===== src/sv/anchor_detection_decoder_top_macros.svh =====
// Assertion helpers shared by the decoder RTL.
`ifndef ANCHOR_DETECTION_DECODER_TOP_MACROS_SVH
`define ANCHOR_DETECTION_DECODER_TOP_MACROS_SVH

// Same-cycle implication, held off during reset.
`define ADEC_ASSERT_IMPL(name, clk, rst_n, ante, cons) \
    name: assert property (@(posedge clk) disable iff (!(rst_n)) (ante) |-> (cons)) \
        else $error("adec: same-cycle check failed");

// Next-cycle implication, held off during reset.
`define ADEC_ASSERT_NEXT(name, clk, rst_n, ante, cons) \
    name: assert property (@(posedge clk) disable iff (!(rst_n)) (ante) |=> (cons)) \
        else $error("adec: next-cycle check failed");

`endif


===== src/sv/adec_pkg.sv =====
package adec_pkg;

    localparam int VALUE_BITS_DEF = 32;
    localparam int FRAC_BITS_DEF  = 16;

    localparam int RATIO_BITS = 24;
    localparam int RATIO_FRAC = 16;
    localparam int SIZE_BITS  = 14;
    localparam int THR_BITS   = 17;
    localparam int CLS_BITS   = 8;
    localparam int SEG_BITS   = 7;
    localparam int LABEL_BITS = 8;
    localparam int IDX_BITS   = 9;
    localparam int BOX_ATTRS  = 4;

    localparam int APB_ADDR_BITS = 5;
    localparam int APB_DATA_BITS = 32;

    // attribute positions of the box at the head of an anchor
    localparam logic [IDX_BITS-1:0] ATTR_CX = 9'd0;
    localparam logic [IDX_BITS-1:0] ATTR_CY = 9'd1;
    localparam logic [IDX_BITS-1:0] ATTR_W  = 9'd2;
    localparam logic [IDX_BITS-1:0] ATTR_H  = 9'd3;

    localparam logic KIND_HEADER = 1'b0;
    localparam logic KIND_COEFF  = 1'b1;

    localparam logic [THR_BITS-1:0]   RST_CONF_THRESHOLD = 17'd16384;
    localparam logic [CLS_BITS-1:0]   RST_NUM_CLASSES    = 8'd1;
    localparam logic [SEG_BITS-1:0]   RST_SEG_CHANNELS   = 7'd32;
    localparam logic [RATIO_BITS-1:0] RST_X_RATIO        = 24'd65536;
    localparam logic [RATIO_BITS-1:0] RST_Y_RATIO        = 24'd65536;
    localparam logic [SIZE_BITS-1:0]  RST_IMAGE_WIDTH    = 14'd640;
    localparam logic [SIZE_BITS-1:0]  RST_IMAGE_HEIGHT   = 14'd480;

    typedef enum logic [2:0] {
        REG_CONF_THRESHOLD = 3'd0,
        REG_NUM_CLASSES    = 3'd1,
        REG_SEG_CHANNELS   = 3'd2,
        REG_X_RATIO        = 3'd3,
        REG_Y_RATIO        = 3'd4,
        REG_IMAGE_WIDTH    = 3'd5,
        REG_IMAGE_HEIGHT   = 3'd6
    } t_reg_idx;

    // load enables of the two box pipeline stages
    typedef struct packed {
        logic s2;
        logic s3;
    } t_stage_en;

endpackage


===== src/sv/adec_box_scale.sv =====
// One axis of the box: scale both edges, clamp to the image, take near edge and extent.
module adec_box_scale #(
    parameter int VALUE_BITS = adec_pkg::VALUE_BITS_DEF,
    parameter int FRAC_BITS  = adec_pkg::FRAC_BITS_DEF
) (
    input  logic                                 i_clk,
    input  adec_pkg::t_stage_en                  i_en,
    input  logic signed [VALUE_BITS+1:0]         i_twice_near,
    input  logic signed [VALUE_BITS+1:0]         i_twice_far,
    input  logic [adec_pkg::RATIO_BITS-1:0]      i_ratio,
    input  logic [adec_pkg::SIZE_BITS-1:0]       i_size,
    output logic [adec_pkg::SIZE_BITS-1:0]       o_near,
    output logic [adec_pkg::SIZE_BITS-1:0]       o_extent
);

    localparam int MAG_BITS  = VALUE_BITS + 1;
    localparam int PROD_BITS = MAG_BITS + adec_pkg::RATIO_BITS;
    localparam int SHIFT     = adec_pkg::RATIO_FRAC + 1;
    localparam int Q_BITS    = PROD_BITS - SHIFT;
    localparam int EDGE_BITS = adec_pkg::SIZE_BITS + FRAC_BITS;
    localparam int CMP_BITS  = (Q_BITS > EDGE_BITS) ? Q_BITS : EDGE_BITS;

    logic [MAG_BITS-1:0]  mag_near, mag_far;
    logic [PROD_BITS-1:0] r_p_near, r_p_far;
    logic [Q_BITS-1:0]    q_near, q_far;
    logic [EDGE_BITS-1:0] lim;
    logic [EDGE_BITS-1:0] n_e_near, n_e_far;
    logic [EDGE_BITS-1:0] r_e_near, r_e_far;
    logic [EDGE_BITS-1:0] diff;

    // negative or zero sums scale to zero
    assign mag_near = i_twice_near[VALUE_BITS+1] ? '0 : i_twice_near[MAG_BITS-1:0];
    assign mag_far  = i_twice_far[VALUE_BITS+1]  ? '0 : i_twice_far[MAG_BITS-1:0];

    always_ff @(posedge i_clk) begin
        if (i_en.s2) begin
            r_p_near <= PROD_BITS'(mag_near) * PROD_BITS'(i_ratio);
            r_p_far  <= PROD_BITS'(mag_far) * PROD_BITS'(i_ratio);
        end
    end

    assign q_near = r_p_near[PROD_BITS-1:SHIFT];
    assign q_far  = r_p_far[PROD_BITS-1:SHIFT];
    assign lim    = {i_size, {FRAC_BITS{1'b0}}};

    always_comb begin
        n_e_near = (CMP_BITS'(q_near) > CMP_BITS'(lim)) ? lim : EDGE_BITS'(q_near);
        n_e_far  = (CMP_BITS'(q_far) > CMP_BITS'(lim))  ? lim : EDGE_BITS'(q_far);
    end

    always_ff @(posedge i_clk) begin
        if (i_en.s3) begin
            r_e_near <= n_e_near;
            r_e_far  <= n_e_far;
        end
    end

    assign diff     = r_e_far - r_e_near;
    assign o_near   = r_e_near[EDGE_BITS-1:FRAC_BITS];
    assign o_extent = (r_e_far >= r_e_near) ? diff[EDGE_BITS-1:FRAC_BITS] : '0;

endmodule


===== config.mk =====
export PLATFORM = sky130hd
export DESIGN_NAME = adec_box_scale
export DESIGN_NICKNAME = d
export VERILOG_FILES = /design/src/sv/anchor_detection_decoder_top_macros.svh /design/src/sv/adec_pkg.sv /design/src/sv/adec_box_scale.sv
export SDC_FILE = /design/constraint.sdc
export NUM_CORES = 2
export LEC_CHECK = 0
export BUFFER_PORTS_ARGS = -buffer_cell sky130_fd_sc_hd__buf_2
export CORE_UTILIZATION = 60
export CTS_CLUSTER_DIAMETER = 120
export CTS_CLUSTER_SIZE = 28
export DETAILED_ROUTE_END_ITERATION = 10
export PLACE_DENSITY = 0.82
export SYNTH_ARGS = -nofsm -noshare
export SYNTH_HDL_FRONTEND = slang
export SYNTH_SLANG_ARGS = --single-unit

===== constraint.sdc =====
create_clock -name i_clk -period 10.8 [get_ports i_clk]
set_input_delay 1.08 -clock i_clk [delete_from_list [all_inputs] [get_ports i_clk]]
set_output_delay 1.08 -clock i_clk [all_outputs]
set_load 0.03 [all_outputs]

# Word-level counts from Yosys, hierarchy flattened
# Index checks and enable logic that the tools add are counted.
# classes
add_sub_neg	1
mul	2
n_div	0
n_lt_le_gt_ge	3
n_eq_ne	0
shifts	0
muxes	5
bitwise_logic	0
reduce_logical	0
# ops
cell	n
33-bit by 24-bit multiplier with 57-bit output	2
40-bit by 30-bit > comparator with 1-bit output	2
33-bit 2-to-1 mux	2
30-bit 2-to-1 mux	2
30-bit greater-or-equal comparator	1
30-bit subtractor	1
14-bit 2-to-1 mux	1
# totals
ff_bits	174
latch_bits	0
ramBits	0
rom_bits	0
in_bits	109
output_inout_bits	28
wordCells	17
n_memories	0

# Logic depth before layout (Yosys ltp)
# depth
depth_word	2
ltp_mapped	29

# Worst setup path before layout
# OpenSTA, ideal clock, no wires.
# synth_timing
path_kind	input to register
from	input i_twice_near[33]
to	register r_p_near[56], data pin
setup_time_ns	0.135
t_arrival_ns	7.809
required_time_ns	10.665
slack_ns	2.856
path_stages	25
cell_sequence	clkbuf_1 > nor2b_1 > clkbuf_1 > nand2_1 > fa_1 > inv_1 > fa_1 > inv_1 > fa_1 > fa_1 > fa_1 > inv_1 > fa_1 > fa_1 > ha_1 > a21oi_2 > o21ai_2 > o311ai_2 > o211ai_2 > a2111oi_4 > o21bai_2 > o31ai_4 > o41ai_4 > o41a_1 > nand3_1
# synth_between
elab_chain_len	2
# synth_lines
element	line	source
start, declared	adec_box_scale.sv:8	input logic signed [VALUE_BITS+1:0] i_twice_near,
33-bit 2-to-1 mux	adec_box_scale.sv:32	assign mag_near = i_twice_near[VALUE_BITS+1] ? '0 : i_twice_near[MAG_BITS-1:0];
33-bit by 24-bit multiplier with 57-bit output	adec_box_scale.sv:37	r_p_near <= PROD_BITS'(mag_near) * PROD_BITS'(i_ratio);
end signal, assigned	adec_box_scale.sv:37	
end, declared	adec_box_scale.sv:24	logic [PROD_BITS-1:0] r_p_near, r_p_far;
# No other way between the ends.
# A chain may end at the register's enable or synchronous reset.

# Worst setup path after layout
# layout_timing
from	input i_twice_near[33]
to	register r_p_near[54], data pin
# The elaborated chain is that of the path after synthesis.

==> results.md <==
- Status: complete, no violations
- Most frequent cells in the layout: 1547 x inv_1, 1358 x fa_1, 842 x nand2_1, 828 x and2_1, 416 x ha_1
- Final ANT Viol Nets: 0
- Syn_area_per_cell: 9.193 um^2
- Worst Setup End Kind: register
- CP max stage delay: 1.18 ns
- CP Class: primary input to register
- Routability Congestion: 0.9487
- Placed cell areas: 58750 um^2
- First-pass DRT Iterations: 6
- Worst slew pin tran: 1.437 ns
- Top cell type's share of synthesized area: 0.4772
- Clock root buffer master: clkbuf_16
- RSZ-0062 raised after global routing: no
- Cell Area, Synth: 56970 um^2
- Post-route cell area: 59380 um^2
- Row count: 112
- Period Utilization, post-route: 0.8544
- Final hold violations: 0
- Core ar.: 93750 um^2
- Main flop type after synthesis: edfxtp_1
- Die X: 310.1 um
- Clock Latency Late Sink: 0.45 ns
- Final Max Tran Viols: 0
- Total Routing Usage GR: 0.3400
- Post-CTS setup buffers: 0
- Bufs on Longest Clock Path: 2
- Sink Count: 140
- Fin nets: 7997
- First-pass GRT wire length: 248100 um
- Register bit count reported by yosys: 140
- Clk pin slew, worst setup/hold paths: 0.07 ns
- Post-synth EDFFs: 140
- Port Buffer Count: 136
- Syn Nets: 8080
- Die area: 96180 um^2
- Sequential share of the synthesized area: 0.07380
- Vias: 42420
- H-tree levels: 4
- Max-Cap Viols: 0
- Via-per-instance ratio: 5.745
- PostCTS Resize Cnt: 0
- Reg2reg path depth: 9
- Yosys cell types: 72
- Most common cell after layout, fill and taps aside: inv_1
- Clock skew: 0.01986 ns
- Synthesized instance count: 6197
- Antenna violations before repair: 7
- Slowest CP cell: nor2b_2
- Cell mode on critical path: fa_1
- Setup crit start kind: primary input
- Layout cell share with drive strength beyond 1: 0.05517
- Die Y: 310.1 um
- Post-CTS Hold Buffers: 0
- Gr ovfl total: 0
- WL/cell: 21.15 um
- Ports: 137
- Starting Density: 0.6077
- Number of global-route vias before repair: 46430
- Area delta synth->final: 4.241%
- CP Data Required Time: 10.99 ns
- Final setup vio count: 0
- CP arrival: 9.42 ns
- Peak Freq: 0.1084 GHz
- Tmin final: 9.228 ns
- Crit path max fanout: 24
- Maximum number of pins on one net before global-route repair: 67
- Final WL: 156200 um
- DRC errors left: 0
- Post-synthesis async set-or-reset flop share: 0
- CTS tree: yes
- Final HPWL DP: 120500 um
- TNS Setup: 0 ns
- Ys Warns: 0
- Fillers: 7403
- Synth top area cells: fa_1 48%, inv_1 10%, ha_1 9.1%, and2_1 9.1%, edfxtp_1 7.4%
- Normalized max-slew margin: 0.03793
- Hold Crit Class: register to register
- TritonCTS buffer count: 17
- Synth area leader: fa_1
- Hold Path Depth: 1
- DR iter-0 viols: 3140
[worst max-delay path, delay by kind of cell]
kind	cells	cell delay, ns
adders and majority gates	8	3.80
AOI/OAI and AO/OA	6	1.60
buffers and inverters	6	0.56
xor gates and xnor gates	1	0.10
and+or+nand+nor	5	2.23
[flip-flops by register name, indices dropped and copies added (netlist names)]
signal    count
r_e_far      30
r_e_near     30
r_p_far      40
r_p_near     40
[cells in the mapped netlist (3+ instances only)]
cell type	count
a211o_1	4
a211oi_1	7
a21boi_0	3
a21o_1	59
a21oi_1	105
a21oi_2	3
a31oi_1	17
a41oi_1	4
and2_1	828
and3_1	8
and4_1	6
buf_2	5
buf_4	15
clkbuf_1	318
edfxtp_1	140
fa_1	1358
ha_1	416
inv_1	1547
mux2_2	28
nand2_1	842
nand2b_1	11
nand3_1	25
nand4_1	29
nand4b_1	3
nor2_1	60
nor2b_1	86
nor3_1	28
nor4_1	8
nor4b_1	4
o2111ai_1	3
o211ai_1	7
o21a_1	18
o21ai_0	45
o21ai_1	8
o21bai_1	13
o31a_1	4
o31ai_1	3
or2_1	3
xnor2_1	51
xor2_1	32
[through the flow]
stage,util,setup slack (ns),instances,hold WS [ns]
2_1_floorplan,-,2.856,6197,0.5249
3_3_place_gp,0.6266,1.473,7349,0.5441
3_5_place_dp,0.6266,1.261,7349,0.5419
4_1_cts,0.6333,1.728,7381,0.5539
5_1_grt,0.6334,1.190,7383,0.5736
6_report,0.6334,1.572,7385,0.5604
[cell type report]
class	instances	area (um^2)	area share
multi-input cells	4172	45690	0.7694
inverters	1547	5807	0.09778
flip-flops and latches	140	4204	0.07079
well taps	1254	1569	0.02642
repair buffers	236	1479	0.02490
clock buffers	18	429.2	0.007227
clock inverters	14	193.9	0.003266
diodes	4	10.01	0.0001686
[final timing paths]
path,startpoint,endpoint,slack (ns)
worst max-delay path,i_twice_near[33],r_p_near[54],1.57
worst min-delay path,r_p_far[20],r_e_far[3],0.56
worst max register to register,r_p_far[46],r_e_far[19],7.28
worst min register to register,r_p_far[20],r_e_far[3],0.56
[routing by layer]
layer,vias to the layer above,GRT usage,part of all wire
met5,-,0,0.000083
met2,2527,0.5577,0.48
li1,17810,-,-
met4,2,0.2350,0.083
met3,733,0.06729,0.10
met1,21350,0.4051,0.34
[cells by family after synthesis]
group | share of synthesized area
AOI/OAI and AO/OA | 0.03855
xor gates and xnor gates | 0.01276
adders and majority gates | 0.5686
buffers and inverters | 0.1253
DFF | 0.07380
muxes | 0.005710
and+or+nand+nor | 0.1753
Power is not shown: default switching activity piles up to over one toggle a cycle in this logic, so the estimate is an artifact.
